### src/design/assert_macros.svh
// ----------------------------------------------------------------------------
// assert_macros
// Assertion helpers used by the encoder back end (fenc_back).
// ----------------------------------------------------------------------------
`ifndef ASSERT_MACROS_SVH
`define ASSERT_MACROS_SVH

// Concurrent assertion on a named clock and reset.
`define FENC_ASSERT_ON(lbl, clk_sig, rst_sig, prop, msg) \
  lbl: assert property (@(posedge clk_sig) disable iff (rst_sig) prop) else $error(msg);

// Concurrent assertion on the module's clk and rst.
`define FENC_ASSERT(lbl, prop, msg) `FENC_ASSERT_ON(lbl, clk, rst, prop, msg)

`endif

### src/design/fenc_pkg.sv
// ----------------------------------------------------------------------------
// fenc_pkg
// Shared constants, command types and helpers of the forest encoder.
// ----------------------------------------------------------------------------
package fenc_pkg;

  localparam int NODE_COUNT     = 1024;
  localparam int SYMBOL_COUNT   = 256;
  localparam int MAX_WORD_BYTES = 4;
  localparam int ROOT_SLOTS     = 256;
  localparam int NODE_W         = $clog2(NODE_COUNT);
  localparam int SYM_W          = $clog2(SYMBOL_COUNT);
  localparam int LINK_W         = NODE_W + SYM_W;
  localparam int STEPS_W        = $clog2(NODE_COUNT + 1);
  localparam int QUEUE_DEPTH    = 2;
  localparam int QPTR_W         = $clog2(QUEUE_DEPTH);
  localparam int QCNT_W         = $clog2(QUEUE_DEPTH + 1);

  // Input operation codes.
  localparam logic [2:0] OP_LOAD_NODE = 3'd0;
  localparam logic [2:0] OP_LOAD_LINK = 3'd1;
  localparam logic [2:0] OP_LOAD_ROOT = 3'd2;
  localparam logic [2:0] OP_SAMPLE    = 3'd3;
  localparam logic [2:0] OP_END_BLOCK = 3'd4;

  // Configuration register indexes.
  localparam logic CFG_MAX_EXPECTED = 1'b0;
  localparam logic CFG_CODE_BYTES   = 1'b1;

  typedef enum logic [2:0] {
    CMD_LOAD_NODE,
    CMD_LOAD_LINK,
    CMD_LOAD_ROOT,
    CMD_SAMPLE,
    CMD_END,
    CMD_ERROR
  } cmd_kind_t;

  typedef struct packed {
    cmd_kind_t   kind;
    logic [9:0]  node;
    logic [7:0]  sym;
    logic [8:0]  total;
    logic [31:0] word;
    logic [9:0]  target;
    logic [7:0]  slot;
  } cmd_t;

  typedef enum logic [2:0] {
    S_IDLE,
    S_ROOT0,
    S_NODE,
    S_ROOT,
    S_LINK
  } back_state_t;

  // Mask that keeps the low bytes of a codeword, with the byte count clamped.
  function automatic logic [31:0] word_mask(input logic [2:0] bpw);
    logic [2:0] n;
    n = bpw;
    if (n == 3'd0) n = 3'd1;
    if (int'(n) > MAX_WORD_BYTES) n = 3'(MAX_WORD_BYTES);
    return 32'hFFFF_FFFF >> (6'd32 - {n, 3'b000});
  endfunction

endpackage

### src/design/fenc_in_if.sv
// ----------------------------------------------------------------------------
// fenc_in_if
// Input channel: one load, sample or end-of-block word per handshake.
// ----------------------------------------------------------------------------
interface fenc_in_if;
  logic        valid;
  logic        ready;
  logic [2:0]  op;
  logic [9:0]  node_index;
  logic [7:0]  symbol;
  logic [8:0]  child_total;
  logic [31:0] node_code;
  logic [9:0]  target_node;
  logic [7:0]  root_slot;

  modport source (output valid, op, node_index, symbol, child_total, node_code,
                  target_node, root_slot, input ready);
  modport sink (input valid, op, node_index, symbol, child_total, node_code,
                target_node, root_slot, output ready);
endinterface

### src/design/fenc_front.sv
// ----------------------------------------------------------------------------
// fenc_front
// Accepts input words, classifies them and queues commands for the back end.
// ----------------------------------------------------------------------------
module fenc_front (
  input  logic             clk,
  input  logic             rst,
  fenc_in_if.sink          in_ch,
  input  logic [7:0]       max_expected,
  output fenc_pkg::cmd_t   cmd,
  output logic             cmd_valid,
  input  logic             cmd_pop
);

  fenc_pkg::cmd_t                   entries [fenc_pkg::QUEUE_DEPTH];
  logic [fenc_pkg::QPTR_W-1:0]      wr_ptr;
  logic [fenc_pkg::QPTR_W-1:0]      rd_ptr;
  logic [fenc_pkg::QCNT_W-1:0]      count;
  fenc_pkg::cmd_t                   classified;
  logic                             keep;
  logic                             push;
  logic                             pop;

  // Classify the incoming word; out-of-range loads and unknown ops are dropped.
  always_comb begin
    classified.node   = in_ch.node_index;
    classified.sym    = in_ch.symbol;
    classified.total  = in_ch.child_total;
    classified.word   = in_ch.node_code;
    classified.target = in_ch.target_node;
    classified.slot   = in_ch.root_slot;
    classified.kind   = fenc_pkg::CMD_SAMPLE;
    keep              = 1'b0;
    unique case (in_ch.op)
      fenc_pkg::OP_LOAD_NODE: begin
        classified.kind = fenc_pkg::CMD_LOAD_NODE;
        keep = int'(in_ch.node_index) < fenc_pkg::NODE_COUNT;
      end
      fenc_pkg::OP_LOAD_LINK: begin
        classified.kind = fenc_pkg::CMD_LOAD_LINK;
        keep = int'(in_ch.node_index) < fenc_pkg::NODE_COUNT &&
               int'(in_ch.symbol) < fenc_pkg::SYMBOL_COUNT &&
               int'(in_ch.target_node) < fenc_pkg::NODE_COUNT;
      end
      fenc_pkg::OP_LOAD_ROOT: begin
        classified.kind = fenc_pkg::CMD_LOAD_ROOT;
        keep = int'(in_ch.target_node) < fenc_pkg::NODE_COUNT;
      end
      fenc_pkg::OP_SAMPLE: begin
        keep = 1'b1;
        if (in_ch.symbol > max_expected ||
            int'(in_ch.symbol) >= fenc_pkg::SYMBOL_COUNT) begin
          classified.kind = fenc_pkg::CMD_ERROR;
        end
      end
      fenc_pkg::OP_END_BLOCK: begin
        classified.kind = fenc_pkg::CMD_END;
        keep = 1'b1;
      end
      default: begin
        keep = 1'b0;
      end
    endcase
  end

  // Handshake and queue bookkeeping.
  assign in_ch.ready = count != fenc_pkg::QCNT_W'(fenc_pkg::QUEUE_DEPTH);
  assign push        = in_ch.valid && in_ch.ready && keep;
  assign cmd_valid   = count != '0;
  assign pop         = cmd_pop && cmd_valid;
  assign cmd         = entries[rd_ptr];

  always_ff @(posedge clk) begin
    if (rst) begin
      wr_ptr <= '0;
      rd_ptr <= '0;
      count  <= '0;
    end else begin
      if (push) wr_ptr <= wr_ptr + 1'b1;
      if (pop) rd_ptr <= rd_ptr + 1'b1;
      if (push && !pop) count <= count + 1'b1;
      else if (pop && !push) count <= count - 1'b1;
    end
  end

  // Queue storage needs no reset.
  always_ff @(posedge clk) begin
    if (push) entries[wr_ptr] <= classified;
  end

endmodule

### src/flat_wrapper.sv
// flat-port wrapper written by rule: the top's interface ports become plain ports
module fenc_front_flat 
  (clk, rst, max_expected, cmd, cmd_valid, cmd_pop, in_ch_valid, in_ch_op, in_ch_node_index, in_ch_symbol, in_ch_child_total, in_ch_node_code, in_ch_target_node, in_ch_root_slot, in_ch_ready);
  fenc_in_if in_ch_i ();
  input  logic clk;
  input  logic rst;
  input  logic [7:0] max_expected;
  output fenc_pkg::cmd_t cmd;
  output logic cmd_valid;
  input  logic cmd_pop;
  input wire logic [$bits(in_ch_i.valid)-1:0] in_ch_valid;
  input wire logic [$bits(in_ch_i.op)-1:0] in_ch_op;
  input wire logic [$bits(in_ch_i.node_index)-1:0] in_ch_node_index;
  input wire logic [$bits(in_ch_i.symbol)-1:0] in_ch_symbol;
  input wire logic [$bits(in_ch_i.child_total)-1:0] in_ch_child_total;
  input wire logic [$bits(in_ch_i.node_code)-1:0] in_ch_node_code;
  input wire logic [$bits(in_ch_i.target_node)-1:0] in_ch_target_node;
  input wire logic [$bits(in_ch_i.root_slot)-1:0] in_ch_root_slot;
  output wire logic [$bits(in_ch_i.ready)-1:0] in_ch_ready;
  assign in_ch_i.valid = in_ch_valid;
  assign in_ch_i.op = in_ch_op;
  assign in_ch_i.node_index = in_ch_node_index;
  assign in_ch_i.symbol = in_ch_symbol;
  assign in_ch_i.child_total = in_ch_child_total;
  assign in_ch_i.node_code = in_ch_node_code;
  assign in_ch_i.target_node = in_ch_target_node;
  assign in_ch_i.root_slot = in_ch_root_slot;
  assign in_ch_ready = in_ch_i.ready;
  fenc_front u_core (.clk(clk), .rst(rst), .in_ch(in_ch_i), .max_expected(max_expected), .cmd(cmd), .cmd_valid(cmd_valid), .cmd_pop(cmd_pop));
endmodule
### config.mk
export PLATFORM = sky130hd
export DESIGN_NAME = fenc_front_flat
export DESIGN_NICKNAME = d
export VERILOG_FILES = /design/src/design/assert_macros.svh /design/src/design/fenc_pkg.sv /design/src/design/fenc_in_if.sv /design/src/design/fenc_front.sv /design/src/flat_wrapper.sv
export SDC_FILE = /design/constraint.sdc
export NUM_CORES = 1
export LEC_CHECK = 0
export CORE_ASPECT_RATIO = 1.1
export CORE_MARGIN = 2
export CORE_UTILIZATION = 33
export DETAILED_ROUTE_END_ITERATION = 7
export DONT_BUFFER_PORTS = 1
export GPL_ROUTABILITY_DRIVEN = 0
export PLACE_DENSITY = 0.58
export SYNTH_ARGS = -nofsm -noshare
export SYNTH_HDL_FRONTEND = slang
export SYNTH_SLANG_ARGS = --single-unit
### constraint.sdc
create_clock -name clk -period 11.9 [get_ports clk]
set_input_delay 2.38 -clock clk [delete_from_list [all_inputs] [get_ports clk]]
set_output_delay 2.38 -clock clk [all_outputs]
set_load 0.02 [all_outputs]
* Word-level counts from Yosys, hierarchy flattened
Memories as Yosys holds them, arrays and structs flattened. A register that Yosys moved wholly into a read port is not among the register bits. Index checks and enable logic that the tools add are counted.
Word-level totals: register bits 4, bits in writable memories 160, input bits 92, output and inout port bits 82, memories kept 1
Cells by class: add/subtract/negate cells 4, $lt $le $gt $ge 1, equal/unequal tests 5, mux-type cells 9, reductions and logical operators 11
Memory list:
- u_core.entries | depth 2, bits a word 80, read ports 1, clocked after memory_dff 1, wr ports 1, line fenc_front.sv:15 | fenc_pkg::cmd_t entries [fenc_pkg::QUEUE_DEPTH];
Operators with widths (count):
- $pmux 3 s5 | 1
- $gt 8x8->1 | 1
- $eq 3x2->1 const B | 2
- $logic_and 1x1->1 | 5
- $mux 1 | 5
- $reduce_or 5->1 | 1
- $mux 2 | 2
- $reduce_bool 2->1 | 2
- $eq 3x1->1 const B | 1
- $eq 3x3->1 const B | 1
- $logic_not 3->1 | 1
- $mux 3 | 1
- $add 1x1->1 const B | 2
- $add 2x1->2 const B | 1
- $logic_not 1->1 | 2
- $ne 2x2->1 const B | 1
- $sub 2x1->2 const B | 1

* Depth between registers and ports, before layout
Gate-level depths: netlist (run 1).
depth after elaboration 8, gate-level depth with buffers 7

* Least setup slack after synthesis (run 1)
No wires, ideal clock.
path type input-to-reg, from input in_ch_op[1], to memory u_core.entries[0][0] (netlist bit) (enable), library setup time 0.519 ns, data arrival time 6.048 ns, required time 11.381 ns, path slack 5.333 ns, cell stages on the path 3, cells stage by stage o21ai_0 -> nand3_1 -> nor2_1
On the way: cells in the longest elaborated chain, start to end 6, elaborated cells between the ends (all ways) 10
Ends and longest elaborated chain:
- start, declared | line flat_wrapper.sv:12 | input wire logic [$bits(in_ch_i.op)-1:0] in_ch_op;
- $eq 3x1->1, or another cell as far along | line fenc_front.sv:34 | unique case (in_ch.op)
- $reduce_or 5->1 (no source line) *
- $mux 1 * | line fenc_front.sv:34
- $logic_and 1x1->1 * | line fenc_front.sv:68 | assign push = in_ch.valid && in_ch.ready && keep;
- $mux 1 * | line fenc_front.sv:88 | if (push) entries[wr_ptr] <= classified;
- $mux 1 (implied by the code) * | line fenc_front.sv:88
- end, declared | line fenc_front.sv:15
Every way passes the cells marked *; elsewhere a longest branch is shown, timed or not.

==> summary.md, run 1 <==
| Metric | Value |
|---|---|
| Area Growth Syn to Fin | `13.9%` |
| CP Class | `register to primary output` |
| YS warnings | `0` |
| Post-CTS Resized | `0` |
| All-Layer GR Usage | `0.106` |
| Global route total overflow | `0` |
| Commonest non-fill, non-tap cell in the layout | `edfxtp_1` |
| R2R cell count | `4` |
| Critical path arrival | `just over 2 ns` |
| Fin Setup TNS | `0 ns` |
| Port bufs | `0` |
| Starting DRT DRC Count | `between 100 and 150` |
| Sinks on Clock Net | `between 150 and 200` |
| DIE AREA | `roughly 20000 um^2` |
| Multi-input logic area | `about 1300 um^2` |
| Register area | `slightly below 5000 um^2` |
| Comb power frac | `0.185` |
| First-pass DRT Iterations | `4` |
| Vias post-DR | `between 2000 and 3000` |
| First-pass GRT wire length | `approximately 15 mm` |
| Final Cell Area | `around 7000 um^2` |
| Adder-cell share of the synthesized area | `0.0181` |
| Largest net degree at the start of global routing | `81` |
| Worst hold start | `u_core.count[1]` |
| Final-report setup violation count | `0` |
| Vias per cell | `between 4 and 5` |
| Mux contribution to synthesized area | `0.145` |
| Row count | `between 50 and 60` |
| Min Tclk post-route | `4.42 ns` |
| Final #Nets | `423` |
| Final wirelength | `~11 mm` |
| Hold slack final | `around 0.5 ns` |
| CP Data Required Time | `~9.5 ns` |
| Leak | `2.34 nW` |
| Hold endpoint | `u_core.count[1]` |
| Num CTS Buffers | `17` |
| Hold_buf cts | `0` |
| WP buf/inv | `0` |
| Setup crit end kind | `primary output` |
| DRC | `0` |
| Slew HR | `0.270` |
| Slew @ Worst Pin | `approximately 1.1 ns` |
| Synth Instances | `between 300 and 400` |
| Core Util, Final | `0.384` |
| Root Buffer | `clkbuf_16` |
| CTS tree | `yes` |
| Switch share | `0.293` |
| Simple-gate portion of the synthesized area | `0.0171` |
| ANT nets after route | `0` |
| Max_cap viols | `0` |
| Largest delay contributor family on the critical path | `flip-flops` |
| Die X | `approximately 140 um` |
| Die height | `148 um` |
| Vias in the first global route | `between 2000 and 3000` |
| Startpoint types | `register` |
| CORE AREA | `around 18000 um^2` |
| Share of cells above drive strength 1 | `0.102` |
| RSZ-0062 raised after global routing | `false` |
| Reg-to-reg slack, setup | `approximately 9.1 ns` |
| Syn nets | `between 400 and 500` |
| Mean post-synth cell area | `20.1 um^2` |
| Fmax | `between 200 and 250 MHz` |
| Hold path depth | `2` |
| Worst reg2reg path endpoint | `u_core.entries[1][31]` |
| Placed cells | `546` |
| Crit path max fanout | `80` |
| Fillers | `~1700` |
| Clock buffer depth | `2` |
| Number of library cell types mapped by synthesis | `26` |
| Cell internal pwr | `between 1 and 1.5 mW` |
| Crit share post-route | `0.371` |
| HP Class | `register to register` |
| Compound-gate portion of the synthesized area | `0.0141` |
| PnR worst setup slack | `7.48 ns` |
| Crit-path cells | `mux2_1` |
| H-tree levels | `4` |
| Post-CTS setup buffers | `0` |
| Clock skew | `0.00798 ns` |
| Slowest CP cell | `dfxtp_4` |
| Final Hold Viols | `0` |
| RR Startpoint | `u_core.count[0]` |
| Initial Util | `0.337` |
| Register area share after synthesis | `0.787` |
| Ant diodes | `0` |
| Slowest Stage Delay on Critical Path | `around 1.1 ns` |
| IO Pins | `about 170` |
| Dpl ws | `slightly above 7 ns` |
| Seq cells post-synth | `165` |
| Antenna violations before repair | `0` |
| Worst skew pair latency | `about 0.41 ns` |
| Total power | `between 1.5 and 2 mW` |
| Wire per inst | `18.4 um` |
| P_sw | `467 uW` |
| Max-slew violations | `0` |
| Max VDD drop | `0.0000863 V` |
| HPWL after DPL | `6.92 mm` |
| Post-route insts no fill | `577` |
| DP Area | `between 6000 and 7000 um^2` |
| Largest family of logic cells by synthesized area | `multiplexers` |
| CTS clock-pin slew for the worst setup and hold paths | `roughly 0.060 ns` |
| Power density over cell area | `225 nW/um^2` |
| Seq pwr share | `0.482` |
| Status | `complete, no violations` |
| Mapped cell area | `roughly 6200 um^2` |
| Clk pwr share | `0.333` |
| Leading cell types in the layout, fill and taps excluded | `edfxtp_1, mux2_1, clkbuf_16` |
| XOR/XNOR share of the synthesized area | `0.00562` |
-- worst max-delay path by stage --
stage	slack, ns	cells after the start	startpoint	end
final	7.48	1	register	cmd[76]
after global routing	7.34	1	register	cmd[76]
after CTS	7.40	1	register	cmd[76]
after detailed placement	7.17	4	in_ch_op[1]	u_core.entries[1][59]
after global placement	7.21	4	in_ch_op[1]	u_core.entries[1][57]
after floorplan	5.33	3	in_ch_op[1]	u_core.entries[0][0]
-- per-layer routing --
metal	track usage	share of wire	wire length (um)
met3	0.0613	0.12	1250
met4	0.0453	0.013	133
met1	0.112	0.38	4000
met2	0.172	0.49	5230
met5	0	0	0
-- flip-flops by register name, indices dropped and copies added, names as in the netlist, named ones only --
name            cells
u_core.rd_ptr       1
u_core.wr_ptr       1
u_core.entries    160
u_core.count        2
-- Yosys cell counts (all sizes together) --
cell    instances  area, um^2
a21oi           4        20.0
nor2            7        26.3
buf             9        45.0
dfxtp           5         100
nand2b          2        12.5
xor2            3        26.3
a22oi           1        7.51
nand3           2        10.0
xnor2           1        8.76
or3             1        6.26
inv            10        37.5
a22o            1        10.0
or3b            1        8.76
ha              9         113
nand4           2        18.8
nor2b           1        6.26
o211ai          1        7.51
or2             1        6.26
mux2           80         901
o21ai           3        18.8
edfxtp        160        4800
nand2           3        11.3
a21o            3        23.8
-- area by class of cell --
class | instances | share of cell area
Multi-Input combinational cell | 126 | 0.177
Clock buffer | 21 | 0.0621
Inverter | 10 | 0.00529
Tap cell | 243 | 0.0429
Timing Repair Buffer | 2 | 0.00212
Clock inverter | 10 | 0.0183
Sequential cell | 165 | 0.692
-- power by group through the flow --
stage / combinational (mW) / clock [mW] / sequential [mW]
3_3_place_gp: 0.301 / 0 / 0.782
3_5_place_dp: 0.301 / 0 / 0.785
2_1_floorplan: 0.295 / 0 / 0.741
4_1_cts: 0.303 / 0.547 / 0.773
5_1_grt: 0.313 / 0.569 / 0.781
6_report: 0.295 / 0.530 / 0.769
-- logic make-up (layout without fill, tap and decap cells) --
kind of cell / count (synthesis) / after routing
flops: 165 / 165
mux: 80 / 80
compound gates: 13 / 13
buf+inv: 19 / 43
simple gates: 20 / 20
xor+xnor: 4 / 4
fa+ha+maj: 9 / 9
Power figures use the tool's default switching activity.
==> run 2, diff against run 1 <==
- clock period: 11.9 -> 4.5 ns (I/O delays scaled with it)
==> summary.md, run 2 (synthesis gave the netlist of run 1 again) <==
| Metric | Value |
|---|---|
| Max VDD drop | `0.000269 V (+210%)` |
| CORE AREA | `18500 um^2 (unchanged)` |
| Largest register FFs | `160 (unchanged)` |
| Crit share post-route | `0.660` |
| Die height | `148 um (unchanged)` |
| Clock buffer depth | `2 (unchanged)` |
| Clock skew | `0.00704 ns (-0.000947 ns)` |
| Startpoint types | `register` |
| Setup crit end kind | `primary output` |
| Dpl ws | `1.61 ns (-5.56 ns)` |
| Largest registers | `u_core.entries: 160 flops, u_core.count: 2 flops` |
| Final Hold Viols | `0 (unchanged)` |
| First-pass DRT Iterations | `4 (unchanged)` |
| Largest delay contributor family on the critical path | `flip-flops` |
| Switch share | `0.296 (+0.00390)` |
| CP endpoint | `cmd[64]` |
| Final-report setup violation count | `0 (unchanged)` |
| Area Growth Syn to Fin | `13.9% (about the same)` |
| Power density over cell area | `587 nW/um^2 (+160%)` |
| R2R cell count | `4 (unchanged)` |
| All-Layer GR Usage | `0.108 (+0.00186)` |
| Seq pwr share | `0.489 (+0.007)` |
| Post-CTS setup buffers | `0 (unchanged)` |
| Comb power frac | `0.190 (+0.005)` |
| Die X | `135 um (unchanged)` |
| Max_cap viols | `0 (unchanged)` |
| Fillers | `1684 (-0.59%)` |
| Fmax | `around 340 MHz` |
| Vias per cell | `4.58 (-0.64%)` |
| Wire per inst | `18.5 um (+0.72%)` |
| First-pass GRT wire length | `15.9 mm (+2.6%)` |
| Slowest CP cell | `dfxtp_4` |
| Vias in the first global route | `2848 (+3.4%)` |
| Row count | `52 (unchanged)` |
| Global route total overflow | `0 (unchanged)` |
| Hold_buf cts | `0 (unchanged)` |
| Sinks on Clock Net | `165 (unchanged)` |
| CP Class | `register to primary output` |
| P_sw | `1.23 mW (+160%)` |
| HPWL after DPL | `6.99 mm (+0.92%)` |
| Root Buffer | `clkbuf_16` |
| HP Class | `register to register` |
| Min Tclk post-route | `2.97 ns` |
| H-tree levels | `4 (unchanged)` |
| WP depth | `1 (unchanged)` |
| Slew @ Worst Pin | `1.12 ns (+0.0262 ns)` |
| Top reg by flops | `u_core.entries` |
| Share of cells above drive strength 1 | `0.102 (unchanged)` |
| Max-slew violations | `0 (unchanged)` |
| Slowest Stage Delay on Critical Path | `1.04 ns (-0.02 ns)` |
| PnR worst setup slack | `1.53 ns (-5.95 ns)` |
| Vias post-DR | `2644 (-0.64%)` |
| Antenna violations before repair | `0 (unchanged)` |
| Leading cell types in the layout, fill and taps excluded | `edfxtp_1, mux2_1, clkbuf_16` |
| Reg-to-reg slack, setup | `2.03 ns (-7.05 ns)` |
| DIE AREA | `20000 um^2 (unchanged)` |
| Largest net degree at the start of global routing | `81 (unchanged)` |
| Starting DRT DRC Count | `94 (-10%)` |
| Worst reg2reg path endpoint | `u_core.entries[1][28]` |
| Commonest non-fill, non-tap cell in the layout | `edfxtp_1` |
| Final #Nets | `423 (unchanged)` |
| ANT nets after route | `0 (unchanged)` |
| Port bufs | `0 (unchanged)` |
| Clk pwr share | `0.321 (-0.012)` |
| DRC | `0 (unchanged)` |
| Worst skew pair latency | `0.41 ns (about the same)` |
| IO Pins | `174 (unchanged)` |
| RSZ-0062 raised after global routing | `false` |
| Initial Util | `0.337 (unchanged)` |
| Status | `complete, no violations` |
| Final wirelength | `10.7 mm (+0.72%)` |
| CP Data Required Time | `3.60 ns (-5.92 ns)` |
| Crit path max fanout | `80 (unchanged)` |
| Cell internal pwr | `2.93 mW (+160%)` |
| Crit-path cells | `mux2_1` |
| RR Startpoint | `u_core.count[0]` |
| Ant diodes | `0 (unchanged)` |
| Critical path arrival | `2.07 ns (+0.03 ns)` |
| WP buf/inv | `0 (unchanged)` |
| Post-CTS Resized | `0 (unchanged)` |
| Hold path depth | `2 (unchanged)` |
| CTS tree | `yes` |
| Hold slack final | `0.506 ns (+0.00257 ns)` |
| Num CTS Buffers | `17 (unchanged)` |
| CTS clock-pin slew for the worst setup and hold paths | `0.06 ns (about the same)` |
| Slew HR | `0.253 (-0.0175)` |
| Leak | `2.33 nW (-0.34%)` |
## run 2: per-layer routing
| metal | part of all wire | track usage | wire length, um |
|---|---|---|---|
| met5 | 0 | 0 | 0 |
| met4 | 0.014 | 0.0484 | 148 |
| met3 | 0.12 | 0.0590 | 1240 |
| met2 | 0.50 | 0.177 | 5370 |
| met1 | 0.37 | 0.114 | 3930 |
## run 2: cell type report
class	count	area, um^2	share of cell area
clock buffers	20	437	0.0615
clock inverters	11	111	0.0157
inverters	10	37.5	0.00529
multi-input cells	126	1260	0.177
flip-flops and latches	165	4910	0.692
well taps	243	304	0.0428
repair buffers	2	40.0	0.00564
## run 2: worst min path at each step
stage                    start              end
2_1_floorplan  u_core.count[1]  u_core.count[1]
3_3_place_gp   u_core.count[1]  u_core.count[1]
3_5_place_dp     u_core.rd_ptr         register
4_1_cts          u_core.rd_ptr         register
5_1_grt                    rst         register
6_report         u_core.rd_ptr         register
## run 2: tightest hold or removal path, stage by stage (launching register included)
cell,delay (ns)
dfxtp_1,0.32
xor2_1,0.07
nor2_1,0.08
## run 2: power by group through the flow
stage	Sequential [mW]	Clock (mW)	Combinational [mW]
final	2.03	1.34	0.791
after global placement	2.07	0	0.802
after floorplan	1.96	0	0.780
after detailed placement	2.08	0	0.805
after global routing	2.06	1.45	0.839
after CTS	2.05	1.38	0.811
## run 2: stage by stage
| stage | setup TNS [ns] | utilization | power, mW | cells | instance area (um^2) |
|---|---|---|---|---|---|
| 3_5_place_dp | 0 | 0.354 | 2.88 | 546 | 6550 |
| 4_1_cts | 0 | 0.384 | 4.24 | 577 | 7100 |
| 6_report | 0 | 0.384 | 4.16 | 577 | 7100 |
| 3_3_place_gp | 0 | 0.354 | 2.87 | 546 | 6550 |
| 2_1_floorplan | -93.90 | - | 2.74 | 310 | 6230 |
| 5_1_grt | 0 | 0.384 | 4.35 | 577 | 7100 |
==> run 3, diff against run 2 <==
- PLACE_DENSITY: 0.58 -> 0.59
- clock period: 4.5 -> 2.6 ns (I/O delays scaled with it)
==> summary.md, run 3 (synthesis gave the netlist of run 1 again) <==
| Metric | Value |
|---|---|
| Crit-path cells | `buf_12, mux2_1` |
| IO Pins | `174 (unchanged)` |
| Final-report setup violation count | `0 (unchanged)` |
| Leak | `2.37 nW (+1.5%)` |
| Status | `complete, no violations` |
| P_sw | `2.19 mW (+77%)` |
| Vias post-DR | `2692 (+1.8%)` |
| Post-route insts no fill | `578 (+0.17%)` |
| Final wirelength | `10.7 mm (+0.27%)` |
| Sinks on Clock Net | `165 (unchanged)` |
| Slowest CP cell | `dfxtp_4` |
| Final Hold Viols | `0 (unchanged)` |
| Slew @ Worst Pin | `0.456 ns (-0.664 ns)` |
| Critical path arrival | `1.68 ns (-0.39 ns)` |
| Largest register FFs | `160 (unchanged)` |
| All-Layer GR Usage | `0.107 (-0.000569)` |
| Slew HR | `0.696 (+0.443)` |
| Share of cells above drive strength 1 | `0.116 (+0.0146)` |
| Max-slew violations | `0 (unchanged)` |
| Global route total overflow | `0 (unchanged)` |
| Die height | `148 um (unchanged)` |
| Fillers | `1700 (+0.95%)` |
| DRC | `0 (unchanged)` |
| Fin Setup TNS | `0 ns (unchanged)` |
| HPWL after DPL | `6.89 mm (-1.4%)` |
| CP Class | `register to primary output` |
| Clock buffer depth | `2 (unchanged)` |
| Port bufs | `0 (unchanged)` |
| Wire per inst | `18.5 um (about the same)` |
| First-pass GRT wire length | `15.8 mm (-0.13%)` |
| Die X | `135 um (unchanged)` |
| Largest net degree at the start of global routing | `81 (unchanged)` |
| Post-CTS Resized | `0 (unchanged)` |
| Crit path max fanout | `35 (-56%)` |
| Slowest Stage Delay on Critical Path | `0.51 ns (-0.53 ns)` |
| Min Tclk post-route | `2.20 ns` |
| Starting DRT DRC Count | `160 (+70%)` |
| Post-CTS setup buffers | `0 (unchanged)` |
| Max_cap viols | `0 (unchanged)` |
| Num CTS Buffers | `17 (unchanged)` |
| DIE AREA | `20000 um^2 (unchanged)` |
| Leading cell types in the layout, fill and taps excluded | `edfxtp_1, mux2_1, clkbuf_16` |
| Fmax | `~450 MHz` |
| CORE AREA | `18500 um^2 (unchanged)` |
| Row count | `52 (unchanged)` |
| Comb power frac | `0.211 (+0.021)` |
| RSZ-0062 raised after global routing | `false` |
| Startpoint types | `register` |
| Vias in the first global route | `2897 (+1.7%)` |
| HP Class | `input pin to register` |
| Final Cell Area | `7170 um^2 (+1.1%)` |
| Crit share post-route | `0.847` |
| Antenna violations before repair | `0 (unchanged)` |
| Largest registers | `u_core.entries: 160 flops, u_core.count: 2 flops` |
| Vias per cell | `4.66 (+1.6%)` |
| Placed cells | `548 (+0.37%)` |
| Setup crit end kind | `primary output` |
| Seq pwr share | `0.456 (-0.033)` |
| Max VDD drop | `0.000610 V (+130%)` |
| Commonest non-fill, non-tap cell in the layout | `edfxtp_1` |
| Area Growth Syn to Fin | `15.1%` |
| Clock skew | `0.00474 ns (-0.00229 ns)` |
| Cell internal pwr | `5.22 mW (+78%)` |
| Final #Nets | `425 (+0.47%)` |
| Ant diodes | `0 (unchanged)` |
| CP Data Required Time | `2.08 ns (-1.52 ns)` |
| Hold_buf cts | `0 (unchanged)` |
| Clk pwr share | `0.333 (+0.012)` |
| CTS clock-pin slew for the worst setup and hold paths | `0.06 ns (about the same)` |
| CTS tree | `yes` |
| Hold slack final | `0.166 ns (-0.339 ns)` |
| Multi-input logic area | `1260 um^2 (unchanged)` |
| Top reg by flops | `u_core.entries` |
| ANT nets after route | `0 (unchanged)` |
| Power density over cell area | `1030 nW/um^2 (+76%)` |
| First-pass DRT Iterations | `4 (unchanged)` |
| DP Area | `6590 um^2 (+0.61%)` |
| Worst skew pair latency | `0.41 ns (about the same)` |
| Reg-to-reg slack, setup | `0.66 ns (-1.37 ns)` |
| Switch share | `0.295 (-0.00116)` |
| H-tree levels | `4 (unchanged)` |
| Register area | `4910 um^2 (unchanged)` |
| Root Buffer | `clkbuf_16` |
| Initial Util | `0.337 (unchanged)` |
==> run 3: cell count changes in the layout (fill, tap and decap cells not counted), sizes merged <==
cell    before  now
clkinv       8    7
bufinv       2    3
inv         10   12
clkbuf      20   17
buf          2    4
==> run 3: power by group through the flow <==
| stage | Clock [mW] | Combinational, mW | Sequential, mW |
|---|---|---|---|
| global route | 2.65 | 1.66 | 3.41 |
| floorplan | 0 | 1.35 | 3.37 |
| global placement | 0 | 1.59 | 3.42 |
| detailed placement | 0 | 1.59 | 3.44 |
| CTS | 2.55 | 1.60 | 3.38 |
| finish | 2.46 | 1.56 | 3.38 |
==> run 3: final cells by class <==
class | instances | area share
flip-flops and latches | 165 | 0.684
multi-input cells | 126 | 0.175
inverters | 10 | 0.00523
clock inverters | 13 | 0.0222
well taps | 243 | 0.0424
repair buffers | 4 | 0.0112
clock buffers | 17 | 0.0593
==> run 3: final timing paths <==
check,startpoint,endpoint,depth (start not counted)
max reg2reg,u_core.count[0],u_core.entries[0][69],4
min,rst,register,1
max,register,cmd[22],2
min reg2reg,u_core.rd_ptr,u_core.rd_ptr,2
==> run 3: stage by stage <==
stage               setup slack, ns  total power [mW]  utilization
floorplan                    -0.789              4.73            -
global placement              0.693              5.01        0.357
detailed placement            0.656              5.03        0.357
CTS                           0.357              7.53        0.388
global route                  0.320              7.71        0.388
finish                        0.398              7.40        0.388
==> run 3: routing by layer <==
| metal | global-route usage | vias to the layer above | part of all wire |
|---|---|---|---|
| met4 | 0.0557 | 0 | 0.024 |
| met5 | 0 | - | 0 |
| met2 | 0.181 | 109 | 0.52 |
| met1 | 0.107 | 1342 | 0.36 |
| li1 | - | 1225 | - |
| met3 | 0.0566 | 16 | 0.10 |
==> run 3: worst max-delay path: cells and delay by family, from the launching register on <==
kind / cells / cell delay, ns
buffers and inverters: 1 / 0.26
multiplexers: 1 / 0.46
flip-flops: 1 / 0.51
